## config.mk

```make
export PLATFORM = sky130hd
export DESIGN_NAME = sorted_list_insert_remove_flat
export DESIGN_NICKNAME = d
export VERILOG_FILES = /design/src/hdl/sli_pkg.sv /design/src/hdl/sli_if.sv /design/src/hdl/sorted_list_insert_remove.sv /design/src/hdl/sli_cell.sv /design/src/flat_wrapper.sv
export SDC_FILE = /design/constraint.sdc
export NUM_CORES = 2
export LEC_CHECK = 0
export ABC_AREA = 0
export CORE_ASPECT_RATIO = 1.25
export CORE_UTILIZATION = 58
export CTS_CLUSTER_SIZE = 14
export DETAILED_ROUTE_END_ITERATION = 10
export DONT_BUFFER_PORTS = 1
export PLACE_DENSITY = 0.73
export SYNTH_ARGS = -nofsm -noshare
export SYNTH_HDL_FRONTEND = slang
export SYNTH_HIERARCHICAL = 1
export SYNTH_SLANG_ARGS = --single-unit
```

## constraint.sdc

```tcl
create_clock -name clk_i -period 5.15 [get_ports clk_i]
set_clock_uncertainty 0.15 [all_clocks]
set_input_delay 0.7725 -clock clk_i [delete_from_list [all_inputs] [get_ports clk_i]]
set_output_delay 0.7725 -clock clk_i [all_outputs]
set_load 0.03 [all_outputs]
```

## src/hdl/sli_pkg.sv

```systemverilog
package sli_pkg;

  // list capacity
  localparam int unsigned DEPTH = 16;

  // count of entries needs to hold DEPTH itself
  localparam int unsigned CntW = $clog2(DEPTH + 1);

  // payload widths of the channels
  localparam int unsigned ValW = 32;
  localparam int unsigned StatW = 2;
  localparam int unsigned PosW = 4;
  localparam int unsigned OutCntW = 5;

  // request codes
  localparam logic ACT_INSERT = 1'b0;
  localparam logic ACT_REMOVE = 1'b1;

  // result status codes
  localparam logic [StatW-1:0] ST_DONE = 2'd0;
  localparam logic [StatW-1:0] ST_FULL = 2'd1;
  localparam logic [StatW-1:0] ST_MISSING = 2'd2;

  // broadcast from the controller to every cell
  typedef struct packed {
    logic cmp_en;
    logic upd_en;
    logic act;
    logic signed [ValW-1:0] value;
    logic [CntW-1:0] count;
  } cell_ctrl_t;

endpackage

```

## src/hdl/sli_if.sv

```systemverilog
interface sli_req_if;
  logic valid;
  logic ready;
  logic action;
  logic signed [sli_pkg::ValW-1:0] value;

  modport source (output valid, output action, output value, input ready);
  modport sink (input valid, input action, input value, output ready);
endinterface

interface sli_rsp_if;
  logic valid;
  logic ready;
  logic [sli_pkg::StatW-1:0] status;
  logic [sli_pkg::PosW-1:0] position;
  logic [sli_pkg::OutCntW-1:0] count;

  modport source (output valid, output status, output position, output count, input ready);
  modport sink (input valid, input status, input position, input count, output ready);
endinterface

```

## src/hdl/sorted_list_insert_remove.sv

```systemverilog
// a request's compare flags are registered when it is taken; the result is offered
//   from the result register, written in the update state once no earlier result is still held
// a new request is taken only in the idle state, after the compare step and the
//   shift step of the previous one, which all cells of the chain take together
// reset: rst_ni async active low empties the list (count zero); entry storage
//   is not cleared, slots at or above the count never affect a result
module sorted_list_insert_remove (
  input  logic       clk_i,
  input  logic       rst_ni,
  sli_req_if.sink    req_i,
  sli_rsp_if.source  rsp_o
);
  import sli_pkg::*;

  localparam logic ST_IDLE = 1'b0;
  localparam logic ST_UPD = 1'b1;

  logic state_q, state_d;
  logic [CntW-1:0] cnt_q, cnt_d;
  logic act_q;
  logic signed [ValW-1:0] value_q;

  logic rsp_valid_q;
  logic [StatW-1:0] status_q, status_d;
  logic [PosW-1:0] pos_q, pos_d;
  logic [OutCntW-1:0] rcnt_q;

  cell_ctrl_t ctrl;
  logic req_xfer;
  logic rsp_free;
  logic commit;

  logic signed [ValW-1:0] entry [DEPTH];
  logic [DEPTH-1:0] lt_vec;
  logic [DEPTH-1:0] le_vec;

  logic [CntW-1:0] pos_ins;
  logic [CntW-1:0] pos_rm;
  logic full;
  logic found;
  logic success;

  // handshakes
  assign req_i.ready = (state_q == ST_IDLE);
  assign req_xfer = req_i.valid && req_i.ready;
  assign rsp_free = !rsp_valid_q || rsp_o.ready;

  // broadcast to the cells: compare uses the incoming payload
  assign ctrl.cmp_en = req_xfer;
  assign ctrl.upd_en = commit;
  assign ctrl.act = req_xfer ? req_i.action : act_q;
  assign ctrl.value = req_xfer ? req_i.value : value_q;
  assign ctrl.count = cnt_q;

  // chain of cells
  for (genvar g = 0; g < DEPTH; g++) begin : g_cell
    logic signed [ValW-1:0] left_entry;
    logic left_le;
    logic signed [ValW-1:0] right_entry;

    if (g == 0) begin : g_first
      assign left_entry = entry[g];
      assign left_le = 1'b1;
    end else begin : g_mid
      assign left_entry = entry[g-1];
      assign left_le = le_vec[g-1];
    end

    if (g == DEPTH - 1) begin : g_last
      assign right_entry = entry[g];
    end else begin : g_inner
      assign right_entry = entry[g+1];
    end

    sli_cell u_cell (
      .clk_i        (clk_i),
      .rst_ni       (rst_ni),
      .idx_i        (CntW'(g)),
      .ctrl_i       (ctrl),
      .left_entry_i (left_entry),
      .left_le_i    (left_le),
      .right_entry_i(right_entry),
      .entry_o      (entry[g]),
      .lt_o         (lt_vec[g]),
      .le_o         (le_vec[g])
    );
  end

  // positions: flags form a prefix of ones, so take the first zero
  always_comb begin
    pos_ins = CntW'(DEPTH);
    pos_rm = CntW'(DEPTH);
    for (int i = DEPTH - 1; i >= 0; i--) begin
      if (!le_vec[i]) pos_ins = CntW'(i);
      if (!lt_vec[i]) pos_rm = CntW'(i);
    end
  end

  assign full = (cnt_q == CntW'(DEPTH));
  assign found = |(le_vec & ~lt_vec);
  assign success = (act_q == ACT_INSERT) ? !full : found;
  assign commit = (state_q == ST_UPD) && rsp_free && success;

  // result and new count
  always_comb begin
    cnt_d = cnt_q;
    status_d = ST_DONE;
    pos_d = '0;
    if (act_q == ACT_INSERT) begin
      if (full) begin
        status_d = ST_FULL;
      end else begin
        cnt_d = cnt_q + 1'b1;
        pos_d = PosW'(pos_ins);
      end
    end else begin
      if (!found) begin
        status_d = ST_MISSING;
      end else begin
        cnt_d = cnt_q - 1'b1;
        pos_d = PosW'(pos_rm);
      end
    end
  end

  // sequencer
  always_comb begin
    state_d = state_q;
    case (state_q)
      ST_IDLE: if (req_xfer) state_d = ST_UPD;
      ST_UPD: if (rsp_free) state_d = ST_IDLE;
      default: state_d = ST_IDLE;
    endcase
  end

  always_ff @(posedge clk_i or negedge rst_ni) begin
    if (!rst_ni) begin
      state_q <= ST_IDLE;
      cnt_q <= '0;
      rsp_valid_q <= 1'b0;
    end else begin
      state_q <= state_d;
      if (state_q == ST_UPD && rsp_free) begin
        cnt_q <= cnt_d;
        rsp_valid_q <= 1'b1;
      end else if (rsp_o.ready) begin
        rsp_valid_q <= 1'b0;
      end
    end
  end

  // request capture
  always_ff @(posedge clk_i) begin
    if (req_xfer) begin
      act_q <= req_i.action;
      value_q <= req_i.value;
    end
  end

  // result register
  always_ff @(posedge clk_i) begin
    if (state_q == ST_UPD && rsp_free) begin
      status_q <= status_d;
      pos_q <= pos_d;
      rcnt_q <= OutCntW'(cnt_d);
    end
  end

  assign rsp_o.valid = rsp_valid_q;
  assign rsp_o.status = status_q;
  assign rsp_o.position = pos_q;
  assign rsp_o.count = rcnt_q;

  // count stays within capacity
  a_cnt_range: assert property (@(posedge clk_i) disable iff (!rst_ni)
    cnt_q <= CntW'(DEPTH))
    else $error("entry count above capacity");

  // strict-less flags are a subset of less-or-equal flags
  a_flag_subset: assert property (@(posedge clk_i) disable iff (!rst_ni)
    (state_q == ST_UPD) |-> ((lt_vec & ~le_vec) == '0))
    else $error("compare flags inconsistent");

  // a successful insert grows the list by one
  a_ins_grow: assert property (@(posedge clk_i) disable iff (!rst_ni)
    (commit && act_q == ACT_INSERT) |=> (cnt_q == $past(cnt_q) + 1'b1))
    else $error("insert did not grow count");

  // a successful remove shrinks the list by one
  a_rm_shrink: assert property (@(posedge clk_i) disable iff (!rst_ni)
    (commit && act_q == ACT_REMOVE) |=> (cnt_q == $past(cnt_q) - 1'b1))
    else $error("remove did not shrink count");

  // no request transfer while a shift step is pending
  a_no_overlap: assert property (@(posedge clk_i) disable iff (!rst_ni)
    (state_q == ST_UPD) |-> !req_i.ready)
    else $error("request taken during update");

endmodule

```

## src/hdl/sli_cell.sv

```systemverilog
module sli_cell (
  input  logic                               clk_i,
  input  logic                               rst_ni,
  input  logic [sli_pkg::CntW-1:0]           idx_i,
  input  sli_pkg::cell_ctrl_t                ctrl_i,
  input  logic signed [sli_pkg::ValW-1:0]    left_entry_i,
  input  logic                               left_le_i,
  input  logic signed [sli_pkg::ValW-1:0]    right_entry_i,
  output logic signed [sli_pkg::ValW-1:0]    entry_o,
  output logic                               lt_o,
  output logic                               le_o
);
  import sli_pkg::*;

  logic signed [ValW-1:0] entry_q;
  logic lt_q;
  logic le_q;
  logic occ;

  // cell holds a live entry when its index is below the count
  assign occ = idx_i < ctrl_i.count;

  // compare flags, taken when a request transfer happens
  always_ff @(posedge clk_i or negedge rst_ni) begin
    if (!rst_ni) begin
      lt_q <= 1'b0;
      le_q <= 1'b0;
    end else if (ctrl_i.cmp_en) begin
      lt_q <= occ && (entry_q < ctrl_i.value);
      le_q <= occ && (entry_q <= ctrl_i.value);
    end
  end

  // shift step: insert moves entries up, remove moves them down
  always_ff @(posedge clk_i) begin
    if (ctrl_i.upd_en) begin
      if (ctrl_i.act == ACT_INSERT) begin
        if (!le_q) begin
          entry_q <= left_le_i ? ctrl_i.value : left_entry_i;
        end
      end else begin
        if (!lt_q) begin
          entry_q <= right_entry_i;
        end
      end
    end
  end

  assign entry_o = entry_q;
  assign lt_o = lt_q;
  assign le_o = le_q;

endmodule
```

## src/flat_wrapper.sv

```systemverilog
// flat-port wrapper written by rule: the top's interface ports become plain ports
module sorted_list_insert_remove_flat import sli_pkg::*;
  (clk_i, rst_ni, req_i_valid, req_i_action, req_i_value, req_i_ready, rsp_o_valid, rsp_o_status, rsp_o_position, rsp_o_count, rsp_o_ready);
  sli_req_if req_i_i ();
  sli_rsp_if rsp_o_i ();
  input  logic clk_i;
  input  logic rst_ni;
  input wire logic [$bits(req_i_i.valid)-1:0] req_i_valid;
  input wire logic [$bits(req_i_i.action)-1:0] req_i_action;
  input wire logic [$bits(req_i_i.value)-1:0] req_i_value;
  output wire logic [$bits(req_i_i.ready)-1:0] req_i_ready;
  output wire logic [$bits(rsp_o_i.valid)-1:0] rsp_o_valid;
  output wire logic [$bits(rsp_o_i.status)-1:0] rsp_o_status;
  output wire logic [$bits(rsp_o_i.position)-1:0] rsp_o_position;
  output wire logic [$bits(rsp_o_i.count)-1:0] rsp_o_count;
  input wire logic [$bits(rsp_o_i.ready)-1:0] rsp_o_ready;
  assign req_i_i.valid = req_i_valid;
  assign req_i_i.action = req_i_action;
  assign req_i_i.value = req_i_value;
  assign req_i_ready = req_i_i.ready;
  assign rsp_o_valid = rsp_o_i.valid;
  assign rsp_o_status = rsp_o_i.status;
  assign rsp_o_position = rsp_o_i.position;
  assign rsp_o_count = rsp_o_i.count;
  assign rsp_o_i.ready = rsp_o_ready;
  sorted_list_insert_remove u_core (.clk_i(clk_i), .rst_ni(rst_ni), .req_i(req_i_i), .rsp_o(rsp_o_i));
endmodule
```

==> run_results.csv <==
group,metric,value,unit
clock_tree,cts_max_level,3,
grt,grt_max_degree,186,
logic_synthesis,synthCells,4823,
sta,maxSlewHeadroom,22.5,%
setup_path,crit_family,"simple AND/OR/NAND/NOR gates",
clock_tree,clk_latency,0.62,ns
detailed_routing,via_per_inst,5.95,
floorplan,die_w,251,µm
floorplan,core_area,76500,µm²
sta,period_minus_slack,3.87,ns
detailed_routing,drt.antenna.violating_nets,0,
setup_path,critPathCaptureType,"register",
logic_synthesis,yosysUniqueCellTypes,61,
sta,hold_viol,0,
floorplan,num_rows,113,
logic_synthesis,synthesis.area,45100,µm²
setup_path,cp_num_buf_inv,2,
worst_hold_path,min_path_type,"in -> reg",
sta,setup_viol,0,
logic_synthesis,yosysMostFrequentCell,"nand2_1",
grt,grt_usage,29.0,%
floorplan,io_pins,50,
sta,drv_slew,0,
logic_synthesis,synth-edff-count,523,
finish,post_route_cells_drive_above_1_share,5.77,%
clock_tree,cts_tree,"built",
setup_path,worstPathMaxFanout,33,
logic_synthesis,synth.area.top_cells,"edfxtp_1 (35%), ha_1 (16%), mux2i_1 (12%)",
grt,antenna_found_initial,3,
detailed_routing,first_pass_iters,9,
detailed_routing,drc_errors,0,
logic_synthesis,synth_warnings,6,
sta,setup_tns,0,ns
clock_tree,root_buffer,"clkbuf_16",
clock_tree,cts_setup_buffers,0,
sta,rsz0062_at_grt,"false",
logic_synthesis,async_flop_share,6.55,%
logic_synthesis,synth_top_area_share,34.8,%
clock_tree,clk_pin_slew,0.06,ns
clock_tree,clock_sinks,595,
setup_path,startpoint_type,"register",
logic_synthesis,synth_area_leader_cell,"edfxtp_1",
setup_path,crit_arrival,4.22,ns
place,gp_congestion,0.918,
floorplan,start_util,58.9,%
finish,nets,5462,
sta,max_freq,258,MHz
setup_path,slowest_delay,0.72,ns
setup_path,cp_cell_sequence,"nor2b_4 > buf_4 > mux2_2 > inv_1 > ha_1 > nand4_1 > nor4_2 > nand2_1 > or3_1 > a21boi_1 > nor3_2",
logic_synthesis,ys_ff_latch,595,
place,hpwl,86.1,mm
grt,grt_overflow_total,0,
clock_tree,cts_buffers,67,
sta,min_period_over_period,75.1,%
sta,worstMarginPinSlew,1.16,ns
logic_synthesis,synthTopCellsByCount,"nand2_1 (733), inv_1 (666), o21ai_0 (598)",
clock_tree,clockBufferDepth,3,
grt,grt_pass1_wl,182,mm
logic_synthesis,avgSynthCellArea,9.35,µm²
floorplan,die_y,314,µm
grt,grt_pass1_vias,34100,
job,maxCapViolations,0,
setup_path,cpMaxStageDelayCell,"mux2_2",
finish,syn2layout_area_growth,8.16,%
floorplan,die_area,78800,µm²
place,portBuffers,0,
detailed_routing,num_vias,35300,
detailed_routing,avgRoutedWirePerCell,19.6,µm
setup_path,worstPathRequired,5.50,ns
logic_synthesis,synth_ff_type,"edfxtp_1",
detailed_routing,drt-total-wl,116,mm
logic_synthesis,ys_seq_area_share,38.5,%
status,status,"finished, final reports clean",
setup_path,crit_type,"reg -> reg",
detailed_routing,drt_iter0_markers,2788,
## what timing repair did
item	4_1_cts	5_1_grt
hold buffers	2	0
resized for setup	0	0
setup endpoints to repair	0	0
endpoints found under the hold margin	39	0
## area by class of cell
cell class | instances | area [µm²]
clock inverter | 19 | 143
fill | 6341 | 27700
timing repair buffer | 61 | 568
antenna | 2 | 5.00
sequential | 595 | 17400
clock buffer | 104 | 2100
tap | 1035 | 1290
multi-input combinational | 3455 | 24800
inverter | 667 | 2500
## routing by layer
metal / up-vias / part of all wire (%) / global-route usage [%]
li1: 17200 / - / -
met5: - / 0.011 / 0
met2: 935 / 49 / 50.7
met1: 16900 / 42 / 35.7
met3: 268 / 4.2 / 3.01
met4: 2 / 4.9 / 14.4
## final timing paths
check,endpoint,cells after the start,from,slack [ns]
max in group asynchronous,u_core/g_cell[3].u_cell/le_o,2,rst_ni,3.99
min in group asynchronous,u_core/state_q,2,rst_ni,0.59
setup / recovery,u_core/g_cell[9].u_cell/le_o,11,u_core/state_q,1.28
hold reg to reg,u_core/state_q,2,u_core/state_q,0.44
hold / removal,u_core/state_q,2,req_i_valid,0.14
setup reg to reg,u_core/g_cell[9].u_cell/le_o,11,u_core/state_q,1.28
## flip-flops by register name, summed over array words and instances (netlist names)
register                      cells
u_core/rsp_o.status               2
u_core/g_cell.u_cell/le_o        16
u_core/value_q                   32
u_core/act_q                      1
u_core/g_cell.u_cell/entry_o    512
u_core/rsp_o.position             4
u_core/g_cell.u_cell/lt_o        16
u_core/state_q                    1
u_core/cnt_q                      5
u_core/rsp_o.valid                1
u_core/rsp_o.count                5
## through the flow
stage	instances	util (%)	instance area (µm²)	hold slack (ns)	setup slack, ns
finish	5938	63.7	48800	0.143	1.28
global route	5937	63.7	48800	0.146	1.06
CTS	5936	63.7	48700	0.112	1.30
detailed placement	5811	60.8	46500	0.330	0.952
global placement	5811	60.8	46500	0.330	1.04
floorplan	4902	-	45400	0.327	0.176
## worst register-to-register path, cell delays in order, from the launching register on
cell and delay (ns):
dfrtp_1 0.42, nor2b_4 0.16, buf_4 0.27, mux2_2 0.73, inv_1 0.12, ha_1 0.32
nand4_1 0.19, nor4_2 0.46, nand2_1 0.22, or3_1 0.43, a21boi_1 0.21, nor3_2 0.06
## cell families after synthesis
family	after synthesis	synth area share, %
AOI/OAI and AO/OA	1069	13.5
xor gates and xnor gates	3	0.0583
adders and majority gates	578	16.0
buffers and inverters	852	7.24
DFF	595	38.5
muxes	561	12.5
other	2	0.0167
and+or+nand+nor	1163	12.1
## cells in the final DEF, fill, tap and decap left out, types with 17 or more instances in the layout
cell and count:
nand2_1 733, inv_1 666, o21ai_0 597, ha_1 578
mux2i_1 529, edfxtp_1 523, a21oi_1 229, nor2_1 88
conb_1 81, clkbuf_16 75, nand4_1 69, nand3_1 63
buf_4 52, o211ai_1 36, or4_1 33, dfxtp_1 33
mux2_2 32, a211oi_1 32, nor2b_1 24, dfrtp_1 24
a31oi_1 22, or3_1 20, and3_1 19, nor3_1 19
clkbuf_1 18, nand2b_1 17, a21o_1 17, a32oi_1 17
o311a_1 17, a221oi_1 17, and2_1 17
Power is not shown: default switching activity piles up to over one toggle a cycle in this logic, so the estimate is an artifact.
